`config.mk`:
```
export PLATFORM = sky130hd
export DESIGN_NAME = bitmap_run_allocator_top
export DESIGN_NICKNAME = d
export VERILOG_FILES = /design/src/hw/rtl/bra_pkg.sv /design/src/hw/rtl/bra_ctrl.sv /design/src/hw/rtl/bra_dpath.sv /design/src/hw/rtl/bitmap_run_allocator_top.sv
export SDC_FILE = /design/constraint.sdc
export NUM_CORES = 2
export LEC_CHECK = 0
export BUFFER_PORTS_ARGS = -buffer_cell sky130_fd_sc_hd__buf_2
export CORE_ASPECT_RATIO = 0.8
export CORE_UTILIZATION = 53
export CTS_CLUSTER_SIZE = 40
export DETAILED_ROUTE_END_ITERATION = 8
export GPL_TIMING_DRIVEN = 0
export PLACE_DENSITY = 0.75
export SLEW_MARGIN = 10
export SYNTH_ARGS = -nofsm -noshare
export SYNTH_HDL_FRONTEND = slang
export SYNTH_HIERARCHICAL = 1
export SYNTH_SLANG_ARGS = --single-unit
```
`constraint.sdc`:
```
create_clock -name clk -period 16.65 [get_ports clk]
set_input_delay 1.665 -clock clk [delete_from_list [all_inputs] [get_ports clk]]
set_output_delay 1.665 -clock clk [all_outputs]
set_load 0.01 [all_outputs]
```
`src/hw/rtl/bra_pkg.sv`:
```
// Shared types and constants for the bitmap run allocator.
package bra_pkg;

  localparam int MAP_BYTES_DEF = 128;
  localparam int UNIT_CAP      = 1024;
  localparam int WORD_W        = 32;
  localparam int WORD_SHIFT    = 5;
  localparam int IDX_W         = 10;
  localparam int LEN_W         = 11;
  localparam int BYTES_W       = 8;
  localparam int PADDR_W       = 3;
  localparam int PDATA_W       = 32;

  localparam logic [BYTES_W-1:0] BYTES_RESET = 8'd128;

  // register index, taken from paddr[2]
  localparam logic REG_BYTES_IN_USE = 1'b0;

  typedef enum logic [1:0] {
    CMD_FIND  = 2'd0,
    CMD_TEST  = 2'd1,
    CMD_WRITE = 2'd2,
    CMD_CLEAR = 2'd3
  } op_t;

  typedef enum logic [2:0] {
    ST_IDLE,
    ST_CHECK,
    ST_ACCESS,
    ST_SCAN,
    ST_DONE
  } state_t;

  typedef enum logic [1:0] {
    RES_FAIL,
    RES_OK,
    RES_TEST,
    RES_HIT
  } res_t;

  typedef struct packed {
    logic load;
    logic rd_first;
    logic scan_step;
    logic clear;
    logic wr;
    logic res_en;
    res_t res;
  } ctl_t;

  typedef struct packed {
    op_t  cmd;
    logic op_ok;
    logic hit;
    logic last_word;
  } sts_t;

endpackage

```
`src/hw/rtl/bra_ctrl.sv`:
```
// Command sequencer for the bitmap run allocator.
module bra_ctrl (
  input  logic          clk,
  input  logic          rst,
  input  logic          start,
  input  bra_pkg::sts_t sts,
  output bra_pkg::ctl_t ctl,
  output logic          busy,
  output logic          done
);
  import bra_pkg::*;

  state_t state;
  state_t state_next;

  always_ff @(posedge clk) begin
    if (rst) begin
      state <= ST_IDLE;
    end else begin
      state <= state_next;
    end
  end

  always_comb begin
    state_next = state;
    unique case (state)
      ST_IDLE: begin
        if (start) state_next = ST_CHECK;
      end
      ST_CHECK: begin
        if (sts.cmd == CMD_CLEAR || !sts.op_ok) state_next = ST_DONE;
        else if (sts.cmd == CMD_FIND) state_next = ST_SCAN;
        else state_next = ST_ACCESS;
      end
      ST_ACCESS: state_next = ST_DONE;
      ST_SCAN: begin
        if (sts.hit || sts.last_word) state_next = ST_DONE;
      end
      ST_DONE: state_next = ST_IDLE;
      default: state_next = ST_IDLE;
    endcase
  end

  always_comb begin
    ctl = '0;
    unique case (state)
      ST_IDLE: ctl.load = start;
      ST_CHECK: begin
        if (sts.cmd == CMD_CLEAR) begin
          ctl.clear  = 1'b1;
          ctl.res_en = 1'b1;
          ctl.res    = RES_OK;
        end else if (!sts.op_ok) begin
          ctl.res_en = 1'b1;
          ctl.res    = RES_FAIL;
        end else begin
          ctl.rd_first = 1'b1;
        end
      end
      ST_ACCESS: begin
        ctl.res_en = 1'b1;
        if (sts.cmd == CMD_WRITE) begin
          ctl.wr  = 1'b1;
          ctl.res = RES_OK;
        end else begin
          ctl.res = RES_TEST;
        end
      end
      ST_SCAN: begin
        if (sts.hit) begin
          ctl.res_en = 1'b1;
          ctl.res    = RES_HIT;
        end else if (sts.last_word) begin
          ctl.res_en = 1'b1;
          ctl.res    = RES_FAIL;
        end else begin
          ctl.scan_step = 1'b1;
        end
      end
      ST_DONE: ctl = '0;
      default: ctl = '0;
    endcase
  end

  assign busy = (state != ST_IDLE);
  assign done = (state == ST_DONE);

endmodule

```
`src/hw/rtl/bra_dpath.sv`:
```
// Datapath: map memory, operand latches, word-wide run search and result registers.
module bra_dpath #(
  parameter int MAP_BYTES = bra_pkg::MAP_BYTES_DEF
) (
  input  logic                         clk,
  input  logic                         rst,
  input  bra_pkg::ctl_t                ctl,
  output bra_pkg::sts_t                sts,
  input  logic [bra_pkg::BYTES_W-1:0]  bytes_in_use,
  input  logic [1:0]                   cmd,
  input  logic [bra_pkg::IDX_W-1:0]    bit_index,
  input  logic [bra_pkg::LEN_W-1:0]    run_length,
  input  logic                         bit_value,
  output logic                         found,
  output logic [bra_pkg::IDX_W-1:0]    start_index,
  output logic                         bit_read
);
  import bra_pkg::*;

  localparam int MAP_BITS = (MAP_BYTES * 8 > UNIT_CAP) ? UNIT_CAP : MAP_BYTES * 8;
  localparam int NW       = (MAP_BITS + WORD_W - 1) / WORD_W;
  localparam int AW       = (NW > 1) ? $clog2(NW) : 1;
  localparam int POS_W    = WORD_SHIFT + 1;

  // latched operands
  op_t              cmd_r;
  logic [IDX_W-1:0] idx_r;
  logic [LEN_W-1:0] len_r;
  logic             val_r;

  always_ff @(posedge clk) begin
    if (ctl.load) begin
      cmd_r <= op_t'(cmd);
      idx_r <= bit_index;
      len_r <= run_length;
      val_r <= bit_value;
    end
  end

  // units in use
  logic [LEN_W-1:0] byte_units;
  logic [LEN_W-1:0] units;
  logic [LEN_W-1:0] units_m1;
  logic [AW-1:0]    last_idx;
  logic             op_ok;

  assign byte_units = {bytes_in_use, 3'b000};
  assign units      = (byte_units > LEN_W'(MAP_BITS)) ? LEN_W'(MAP_BITS) : byte_units;
  assign units_m1   = units - 1'b1;
  assign last_idx   = units_m1[WORD_SHIFT +: AW];

  always_comb begin
    unique case (cmd_r)
      CMD_FIND:  op_ok = (len_r != '0) && (len_r <= units);
      CMD_TEST:  op_ok = ({1'b0, idx_r} < units);
      CMD_WRITE: op_ok = ({1'b0, idx_r} < units);
      CMD_CLEAR: op_ok = 1'b1;
      default:   op_ok = 1'b0;
    endcase
  end

  // map memory, one word per 32 units; valid bits stand in for the zero fill
  logic [WORD_W-1:0] mem [NW];
  logic [NW-1:0]     vld;
  logic [WORD_W-1:0] rdata;
  logic              rvld;
  logic [AW-1:0]     raddr;
  logic [AW-1:0]     waddr;
  logic [WORD_W-1:0] wdata;
  logic              re;
  logic [AW-1:0]     cnt;
  logic [WORD_W-1:0] word;

  assign waddr = idx_r[WORD_SHIFT +: AW];
  assign re    = ctl.rd_first | ctl.scan_step;

  always_comb begin
    if (ctl.rd_first) begin
      raddr = (cmd_r == CMD_FIND) ? '0 : waddr;
    end else begin
      raddr = cnt + 1'b1;
    end
  end

  always_ff @(posedge clk) begin
    if (ctl.wr) mem[waddr] <= wdata;
    if (re) begin
      rdata <= mem[raddr];
      rvld  <= vld[raddr];
    end
  end

  always_ff @(posedge clk) begin
    if (rst) begin
      vld <= '0;
    end else if (ctl.clear) begin
      vld <= '0;
    end else if (ctl.wr) begin
      vld[waddr] <= 1'b1;
    end
  end

  assign word = rvld ? rdata : '0;

  always_comb begin
    wdata = word;
    wdata[idx_r[WORD_SHIFT-1:0]] = val_r;
  end

  // run search over one word
  logic [LEN_W-1:0]  run_in;
  logic [LEN_W-1:0]  run_out;
  logic [LEN_W-1:0]  lim;
  logic [LEN_W-1:0]  need;
  logic [WORD_W-1:0] mw;
  logic [POS_W-1:0]  lpos  [WORD_W];
  logic [POS_W-1:0]  lprev [WORD_W];
  logic [WORD_W-1:0] hit_v;
  logic              hit;
  logic [WORD_SHIFT-1:0] hit_pos;
  logic [LEN_W-1:0]  hit_start;

  assign lim  = units - (LEN_W'(cnt) << WORD_SHIFT);
  assign need = (len_r > run_in) ? (len_r - run_in) : '0;

  always_comb begin
    // units past the end look used
    for (int j = 0; j < WORD_W; j++) begin
      mw[j] = word[j] | (LEN_W'(j) >= lim);
    end
    // lpos[j]: position+1 of the highest used bit at or below j, 0 if none
    for (int j = 0; j < WORD_W; j++) begin
      lpos[j] = mw[j] ? POS_W'(j + 1) : '0;
    end
    for (int lvl = 0; lvl < WORD_SHIFT; lvl++) begin
      lprev = lpos;
      for (int j = 0; j < WORD_W; j++) begin
        if (j >= (1 << lvl) && lprev[j] == '0) lpos[j] = lprev[j - (1 << lvl)];
      end
    end
    for (int j = 0; j < WORD_W; j++) begin
      if (lpos[j] == '0) begin
        hit_v[j] = !mw[j] && (LEN_W'(j + 1) >= need);
      end else begin
        hit_v[j] = !mw[j] && (LEN_W'(POS_W'(j + 1) - lpos[j]) >= len_r);
      end
    end
    hit_pos = '0;
    for (int j = WORD_W - 1; j >= 0; j--) begin
      if (hit_v[j]) hit_pos = WORD_SHIFT'(j);
    end
  end

  assign hit       = |hit_v;
  assign hit_start = (LEN_W'(cnt) << WORD_SHIFT) + LEN_W'(hit_pos) + 1'b1 - len_r;
  assign run_out   = (lpos[WORD_W-1] == '0) ? (run_in + LEN_W'(WORD_W))
                                             : LEN_W'(POS_W'(WORD_W) - lpos[WORD_W-1]);

  always_ff @(posedge clk) begin
    if (ctl.rd_first) begin
      cnt    <= '0;
      run_in <= '0;
    end else if (ctl.scan_step) begin
      cnt    <= cnt + 1'b1;
      run_in <= run_out;
    end
  end

  assign sts.cmd       = cmd_r;
  assign sts.op_ok     = op_ok;
  assign sts.hit       = hit;
  assign sts.last_word = (cnt == last_idx);

  // result word
  always_ff @(posedge clk) begin
    if (rst) begin
      found       <= 1'b0;
      start_index <= '0;
      bit_read    <= 1'b0;
    end else if (ctl.res_en) begin
      unique case (ctl.res)
        RES_FAIL: begin
          found       <= 1'b0;
          start_index <= '0;
          bit_read    <= 1'b0;
        end
        RES_OK: begin
          found       <= 1'b1;
          start_index <= '0;
          bit_read    <= 1'b0;
        end
        RES_TEST: begin
          found       <= 1'b1;
          start_index <= '0;
          bit_read    <= word[idx_r[WORD_SHIFT-1:0]];
        end
        RES_HIT: begin
          found       <= 1'b1;
          start_index <= hit_start[IDX_W-1:0];
          bit_read    <= 1'b0;
        end
        default: begin
          found       <= 1'b0;
          start_index <= '0;
          bit_read    <= 1'b0;
        end
      endcase
    end
  end

endmodule

```
`src/hw/rtl/bitmap_run_allocator_top.sv`:
```
// Top level of the first-fit bitmap run allocator with its register port.
//
// Usage: raise start with cmd, bit_index, run_length and bit_value while busy
// is low; the word is taken at that edge and busy rises on the next cycle.
// Commands: find a free run of run_length units, test one unit, write one
// unit, clear the whole map. One result word comes back per command, on
// found/start_index/bit_read, valid for the single cycle in which done is
// high; the receiver has no way to stall it and must take it then.
// Sequence: clear and rejected commands go from the check state straight to
// done; test and write pass through the access state; find walks the map
// words of 32 units (at most 32), one word per cycle through the single read
// port of the map memory, until a hit or the last word. busy drops the
// cycle after done; a new command can be taken once busy is low.
// bytes_in_use (address 0) limits the map to its first bytes; write it only
// while busy is low. Reset frees every unit at once and sets bytes_in_use
// to 128; the block accepts a command in the first cycle after reset.
module bitmap_run_allocator_top #(
  parameter int MAP_BYTES = bra_pkg::MAP_BYTES_DEF
) (
  input  logic                         clk,
  input  logic                         rst,
  input  logic                         psel,
  input  logic                         penable,
  input  logic                         pwrite,
  input  logic [bra_pkg::PADDR_W-1:0]  paddr,
  input  logic [bra_pkg::PDATA_W-1:0]  pwdata,
  output logic [bra_pkg::PDATA_W-1:0]  prdata,
  output logic                         pready,
  input  logic                         start,
  output logic                         busy,
  input  logic [1:0]                   cmd,
  input  logic [bra_pkg::IDX_W-1:0]    bit_index,
  input  logic [bra_pkg::LEN_W-1:0]    run_length,
  input  logic                         bit_value,
  output logic                         done,
  output logic                         found,
  output logic [bra_pkg::IDX_W-1:0]    start_index,
  output logic                         bit_read
);
  import bra_pkg::*;

  logic [BYTES_W-1:0] bytes_in_use;
  logic               reg_sel;
  ctl_t               ctl;
  sts_t               sts;

  assign pready  = 1'b1;
  assign reg_sel = (paddr[2] == REG_BYTES_IN_USE);

  always_ff @(posedge clk) begin
    if (rst) begin
      bytes_in_use <= BYTES_RESET;
    end else if (psel && penable && pwrite && pready && reg_sel) begin
      bytes_in_use <= pwdata[BYTES_W-1:0];
    end
  end

  assign prdata = reg_sel ? PDATA_W'(bytes_in_use) : '0;

  bra_ctrl u_ctrl (
    .clk   (clk),
    .rst   (rst),
    .start (start),
    .sts   (sts),
    .ctl   (ctl),
    .busy  (busy),
    .done  (done)
  );

  bra_dpath #(
    .MAP_BYTES (MAP_BYTES)
  ) u_dpath (
    .clk          (clk),
    .rst          (rst),
    .ctl          (ctl),
    .sts          (sts),
    .bytes_in_use (bytes_in_use),
    .cmd          (cmd),
    .bit_index    (bit_index),
    .run_length   (run_length),
    .bit_value    (bit_value),
    .found        (found),
    .start_index  (start_index),
    .bit_read     (bit_read)
  );

endmodule
```
# After elaboration in Yosys (flattened, before gate mapping)
# Memory sizes are Yosys's and may differ from the RTL's. A register that Yosys moved wholly into a read port is not among the register bits.
# Index checks and enable logic that the tools add are counted.
# Widths: inputs -> output; s select.
[word_totals]
register_bits = 96
ram_bits = 1024
input_bits = 65
output_inout_bits = 47
wordCells = 754
n_memories = 1
[mem_list]
columns = ["name", "words", "word_bits", "rd", "rd_clocked_by_memory_dff", "write_ports", "line_no", "text"]
rows = [
  ["u_dpath.mem", 32, 32, 1, 1, 1, "bra_dpath.sv:63", "logic [WORD_W-1:0] mem [NW];"],
]
[op_classes]
n_addsub = 40
magnitude_cmp = 105
eq_ne = 13
muxes = 269
bitwise = 35
reduce_logical = 278
[ops]
columns = ["op", "count"]
rows = [
  ["$logic_not 6->1", 161],
  ["$mux 6", 130],
  ["$ge 11x11->1", 32],
  ["$ge 5x11->1 const A", 32],
  ["$mux 5", 50],
  ["$ge 4x11->1 const A", 16],
  ["$sub 5x6->7 const A", 16],
  ["$ge 3x11->1 const A", 8],
  ["$logic_and 1x1->1", 70],
  ["$sub 4x6->7 const A", 8],
  ["$mux 1", 51],
  ["$ge 2x11->1 const A", 4],
  ["$ge 1x11->1 const A", 3],
  ["$logic_not 1->1", 33],
  ["$mux 11", 3],
  ["$mux 3", 11],
  ["$or 1x1->1", 33],
  ["$bwmux 32", 1],
  ["$mux 32", 1],
  ["$mux 4", 8],
  ["$or 32x32->32", 1],
  ["$reduce_or 32->1", 1],
  ["$sub 3x6->7 const A", 4],
  ["$pmux 10 s2", 1],
  ["43 further kinds", 62],
]

# Longest topological paths before layout
[depth]
depth_word = 56
depth_mapped = 44
depth_no_buf = 43

# By module
# The synthesis kept the hierarchy.
[by_module_without_submodules]
columns = ["module", "n_inst", "cells_per_inst", "area_each_um2", "seq_area_each_um2"]
rows = [
  ["bra_dpath", 1, 5262, 59767.3, 33662.3],
  ["bitmap_run_allocator_top", 1, 70, 625.6, 160.2],
  ["bra_ctrl", 1, 33, 261.5, 60.1],
]

# Worst setup path before layout
# Ideal clock, no wire load.
[synth_timing]
path_type = "register to register"
from = "reg bytes_in_use[2]"
to = "reg u_dpath/start_index[9] (netlist bit)"
arrival_ps = 8099
required_time_ps = 16522
slack_ps = 8424
path_stages_with_launch = 40
n_path_buf = 1
cell_sequence = "dfxtp_1 nand2_1 ha_1 fa_1 nand2b_1 a21oi_1 xnor2_2 or4_4 buf_2 nand2_1 o31a_1 o21bai_1 a21oi_1 nand2b_1 ha_1 nor2_1 ha_1 a211o_1 [4 not listed] or3_1 a311oi_1 o31ai_1 a211o_1 a31oi_1 ha_1 inv_1 ha_1 fa_1 a21o_1 a21o_1 a21o_1 a21oi_1 o21bai_1 a21oi_1 xnor2_1 a21oi_1 nor2_1"
[synth_between]
elab_chain_len = 56
word_cells_on_any_way = 634
[synth_rtl]
columns = ["element", "line_no", "text"]
rows = [
  ["start, declared", "bitmap_run_allocator_top.sv:42", "logic [BYTES_W-1:0] bytes_in_use;"],
  ["start signal, assigned", "bitmap_run_allocator_top.sv:54", "bytes_in_use <= pwdata[BYTES_W-1:0];"],
  ["$gt 11x11->1", "bra_dpath.sv:48", "assign units = (byte_units > LEN_W'(MAP_BITS)) ? LEN_W'(MAP_BITS) : byte_units;"],
  ["$mux 11 *", "bra_dpath.sv:48", ""],
  ["$sub 11x10->11", "bra_dpath.sv:123", "assign lim = units - (LEN_W'(cnt) << WORD_SHIFT);"],
  ["$ge 5x11->1", "bra_dpath.sv:129", "mw[j] = word[j] | (LEN_W'(j) >= lim);"],
  ["$or 1x1->1", "bra_dpath.sv:129", ""],
  ["$mux 6", "bra_dpath.sv:133", "lpos[j] = mw[j] ? POS_W'(j + 1) : '0;"],
  ["$logic_not 6->1", "bra_dpath.sv:138", "if (j >= (1 << lvl) && lprev[j] == '0) lpos[j] = lprev[j - (1 << lvl)];"],
  ["$mux 6", "bra_dpath.sv:138", ""],
  ["[9 not listed]", "n/a", ""],
  ["$ge 11x11->1", "bra_dpath.sv:145", "hit_v[j] = !mw[j] && (LEN_W'(POS_W'(j + 1) - lpos[j]) >= len_r);"],
  ["$logic_and 1x1->1", "bra_dpath.sv:145", ""],
  ["$mux 1", "bra_dpath.sv:142", "if (lpos[j] == '0) begin"],
  ["$mux 5 (32 in a row)", "bra_dpath.sv:150", "if (hit_v[j]) hit_pos = WORD_SHIFT'(j);"],
  ["$add 10x5->10", "bra_dpath.sv:155", "assign hit_start = (LEN_W'(cnt) << WORD_SHIFT) + LEN_W'(hit_pos) + 1'b1 - len_r;"],
  ["$add 10x1->10", "bra_dpath.sv:155", ""],
  ["$sub 10x10->10", "bra_dpath.sv:155", ""],
  ["$pmux 10 s2", "bra_dpath.sv:181", "unique case (ctl.res)"],
  ["end signal, assigned", "bra_dpath.sv:199", "start_index <= hit_start[IDX_W-1:0];"],
  ["end, declared", "bra_dpath.sv:15", "output logic [bra_pkg::IDX_W-1:0] start_index,"],
]
# Every way passes the cells marked *; elsewhere a longest branch is shown, timed or not.
# A chain may end at the register's enable or synchronous reset.

==> out/results.ini <==
[global_route]
vias_in_the_first_global_route = 45729
grtUsageTotal_pct = 37.2
grt_overflow = 0
grt_pass1_wl_um = 314000
initial_antenna_violation_count = 11
grt_start_max_net_pins = 34

[timing]
timing.slew.headroom_pct = 0.219
setup_viol = 0
final_period_minus_worst_setup_slack_ns = 11.55
final.hold.worst_slack_ns = 0.463
achievable-frequency_mhz = 86.6
worst-slew-pin-transition_ns = 1.49
timing.final.hold_violations = 0
timing_max_transition_violations_final = 0
final.setup.worst_slack_ns = 5.10
final.period_utilization_pct = 69.4
setup-tns-final_ns = 0
final.setup_skew_ns = 0.0589
unrepaired_setup_endpoints_after_global_routing = false

[floorplanning]
initial_core_util_pct = 53.7
die_y_um = 305
die_area_um2 = 116000
die_x_um = 380
num_io_pins = 112
core_region_area_um2 = 113000
cell_rows = 110

[critical_path]
crit_path_top_delay_cell = nor4_1
critPathCaptureType = flip-flop
worstPathMaxFanout = 33
rr_endpoint = u_dpath/rdata[13]
reg2reg_setup_slack_ns = 5.10
slowest_delay_ns = 0.87
number_of_cells_traversed_by_the_worst_register_to_register_path = 31
path_delay_family = simple AND/OR/NAND/NOR gates
cp_num_buf_inv = 6
path_class = flip-flop to flip-flop
worstReg2RegStart = bytes_in_use[2]
critPathArrivalTime_ns = 11.91
setup.worst_path.start_class = flip-flop
most_repeated_library_cell_on_the_critical_path = ha_1
cp.required_ns = 17.01

[yosys]
synth.largest_area_cell = edfxtp_1
synth_enable_flop_cells = 1081
postSynthCellCount = 5365
ys_ff_latch = 1152
synthMuxAreaShare_pct = 0.916
synth_area_um2 = 60700
ys_dominant_reg_cell = edfxtp_1
synth_top_cell_area_share_pct = 53.5
dominant_combinational_cell_family_by_area_after_synthesis = compound AO/OA/AOI/OAI gates
synthXorXnorAreaFrac_pct = 0.807
post_synth_main_area_contributors = edfxtp_1, ha_1, a211oi_1
synth.lib_cells_used.distinct = 97
ys_warn_count = 6
synth-compound-area-share_pct = 17.3
synth_async_sr_flop_share_pct = 0
post_synthesis_sequential_area_ratio_pct = 55.9
post_synth_and_or_nand_nor_area_fraction_pct = 13.8
post_synth_fa_ha_maj_area_fraction_pct = 8.29
synth_area_per_cell_um2 = 11.3

[status]
run_status = finished, violations left
violated_checks = max-capacitance violations

[finish]
drive_gt1_share_pct = 8.60
design.final.nets = 6178
register_area_um2 = 33900
area_growth_pct = 14.4
layout.cell_area.non_filler_um2 = 69400
layout.filler_cells = 8753
multiInputGateArea_um2 = 26000

[drt]
routedWlPerCell_um = 30.1
dr.pass1.iters = 9
detail_route.iter0.violations = 7340
antenna_left = 0
route.final.wire_length_um = 220000
route.detailed.vias_per_inst = 6.70
post-route-drc-count = 0
detailroute.via_count = 49004

[job]
cap_viol_max_count = 2

[placement]
post-dp-hpwl_um = 164000
gp_congestion = 1.24
port-buffer-count = 60
detailedPlace.worstSlack_ns = 5.63
placedInstanceArea_um2 = 65700

[clock_network]
cts_num_sinks = 1152
cts_max_level = 3
cts_resized = 0
postCtsSetupBuffers = 0
bufs_on_longest_clock_path = 3
cts_tree = yes
cts_made_buffers = 109
cts.reportedPaths.clkPinSlew_ns = 0.06
root_buffer_cell = clkbuf_16
clock_latency_ns = 0.75
cts_hold_buf = 0

[hold_path]
timing.hold.worst_endpoint = u_dpath/run_in[1]
worst_hold_startpoint = u_dpath/run_in[1]
whs_path_depth = 2
hold_class = flip-flop to flip-flop

[power_and_ir_drop]
vdd.ir_drop.worst_mv = 0.109
static-leakage-power_uw = 0.0248
p_per_area_nw_per_um2 = 110
fin_total_pwr_uw = 7620

[tightest hold or removal path, cell delays in order (launching register included)]
cell,delay [ns]
dfxtp_1,0.31
nand2_1,0.05
a21oi_1,0.05
[cells by family (layout without fill, tap and decap cells)]
| logic type | count (synthesis) | after routing |
|---|---|---|
| adder cells (fa/ha/maj) | 400 | 400 |
| XOR/XNOR | 55 | 55 |
| AND/OR/NAND/NOR | 1733 | 1733 |
| other | 3 | 103 |
| buffers and inverters | 455 | 795 |
| AO/OA/AOI/OAI | 1521 | 1521 |
| multiplexers | 46 | 46 |
| flip-flops | 1152 | 1152 |
[flip-flops by register name, summed over array words and instances (netlist names)]
signal,flops
u_dpath/vld,32
u_dpath/start_index,10
bytes_in_use,8
u_dpath/found,1
u_dpath/mem,1024
u_dpath/run_in,11
u_dpath/rdata,32
u_dpath/bit_read,1
u_dpath/idx_r,10
u_dpath/len_r,11
u_dpath/cmd_r,2
u_dpath/val_r,1
u_ctrl/state,3
u_dpath/rvld,1
u_dpath/cnt,5
[power by group]
part           switching (µW)  internal, µW
sequential               24.2          3210
clock                    1110          1430
combinational            1260           589
[layout make-up]
cell class,instances,area share (%)
Buffer,337,2.00
Sequential cell,1152,48.8
Timing Repair Buffer,143,3.04
Clock buffer,131,4.11
Antenna cell,6,0.0216
Multi-Input combinational cell,3852,37.5
Tap cell,1512,2.73
Inverter,118,0.639
Clock inverter,66,1.12
[Yosys cell counts (45+ instances only)]
| cell | n |
|---|---|
| a311oi_1 | 138 |
| o21a_1 | 86 |
| a21oi_1 | 265 |
| a211oi_1 | 396 |
| dfxtp_1 | 71 |
| nor3_1 | 72 |
| nor2b_1 | 64 |
| nand4_1 | 45 |
| a31oi_1 | 166 |
| edfxtp_1 | 1081 |
| clkbuf_1 | 284 |
| o21ai_0 | 177 |
| inv_1 | 116 |
| a21o_1 | 75 |
| nand3_1 | 88 |
| nor2_1 | 253 |
| nand2_1 | 743 |
| and2_1 | 281 |
| ha_1 | 397 |
| nand2b_1 | 52 |
[routing by layer]
| metal | up-vias | routed length, µm | GRT usage, % | part of all wire (%) |
|---|---|---|---|---|
| li1 | 21072 | - | - | - |
| met1 | 24060 | 89600 | 53.5 | 41 |
| met2 | 3347 | 90100 | 52.0 | 41 |
| met3 | 513 | 31300 | 12.4 | 14 |
| met4 | 12 | 8750 | 13.5 | 4.0 |
| met5 | - | 387 | 0.0823 | 0.18 |
[stage by stage]
| step | utilization, % | instances |
|---|---|---|
| after global routing | 61.4 | 7311 |
| after CTS | 61.3 | 7311 |
| after floorplan | - | 5459 |
| after global placement | 55.9 | 7031 |
| after detailed placement | 58.1 | 7114 |
| final | 61.4 | 7317 |
[worst max path at each step]
stage / cells after the start / start / to
global placement: 27 / u_dpath/rvld / u_dpath/rdata[13]
CTS: 31 / bytes_in_use[2] / u_dpath/rdata[13]
floorplan: 39 / bytes_in_use[2] / u_dpath/start_index[9]
finish: 31 / bytes_in_use[2] / u_dpath/rdata[13]
global route: 31 / bytes_in_use[2] / u_dpath/rdata[13]
detailed placement: 31 / bytes_in_use[2] / u_dpath/rdata[13]
[placed cells by master, fill, tap and decap left out, types with 17 or more instances in the layout]
| cell | instances |
|---|---|
| o31ai_1 | 18 |
| nand4_1 | 45 |
| buf_16 | 27 |
| nor2b_1 | 64 |
| a211oi_1 | 387 |
| clkinv_1 | 21 |
| dfxtp_1 | 71 |
| and2_1 | 281 |
| nand3_1 | 88 |
| a21oi_1 | 263 |
| conb_1 | 97 |
| buf_2 | 66 |
| o21a_1 | 86 |
| nand2b_1 | 52 |
| xnor2_1 | 37 |
| mux2i_1 | 19 |
| a31oi_1 | 166 |
| buf_12 | 48 |
| inv_1 | 106 |
| buf_4 | 27 |
| nand2_1 | 743 |
| a311oi_1 | 138 |
| xor2_1 | 17 |
| o211ai_1 | 25 |
| a21o_1 | 75 |
| nor2_1 | 220 |
| ha_1 | 397 |
| nor2_4 | 33 |
| clkbuf_1 | 296 |
| clkbuf_16 | 109 |
| nor4_1 | 19 |
| o21ai_0 | 162 |
| edfxtp_1 | 1081 |
| nor3_1 | 71 |
| buf_1 | 19 |
No activity file was read; power rests on OpenSTA's default activity.
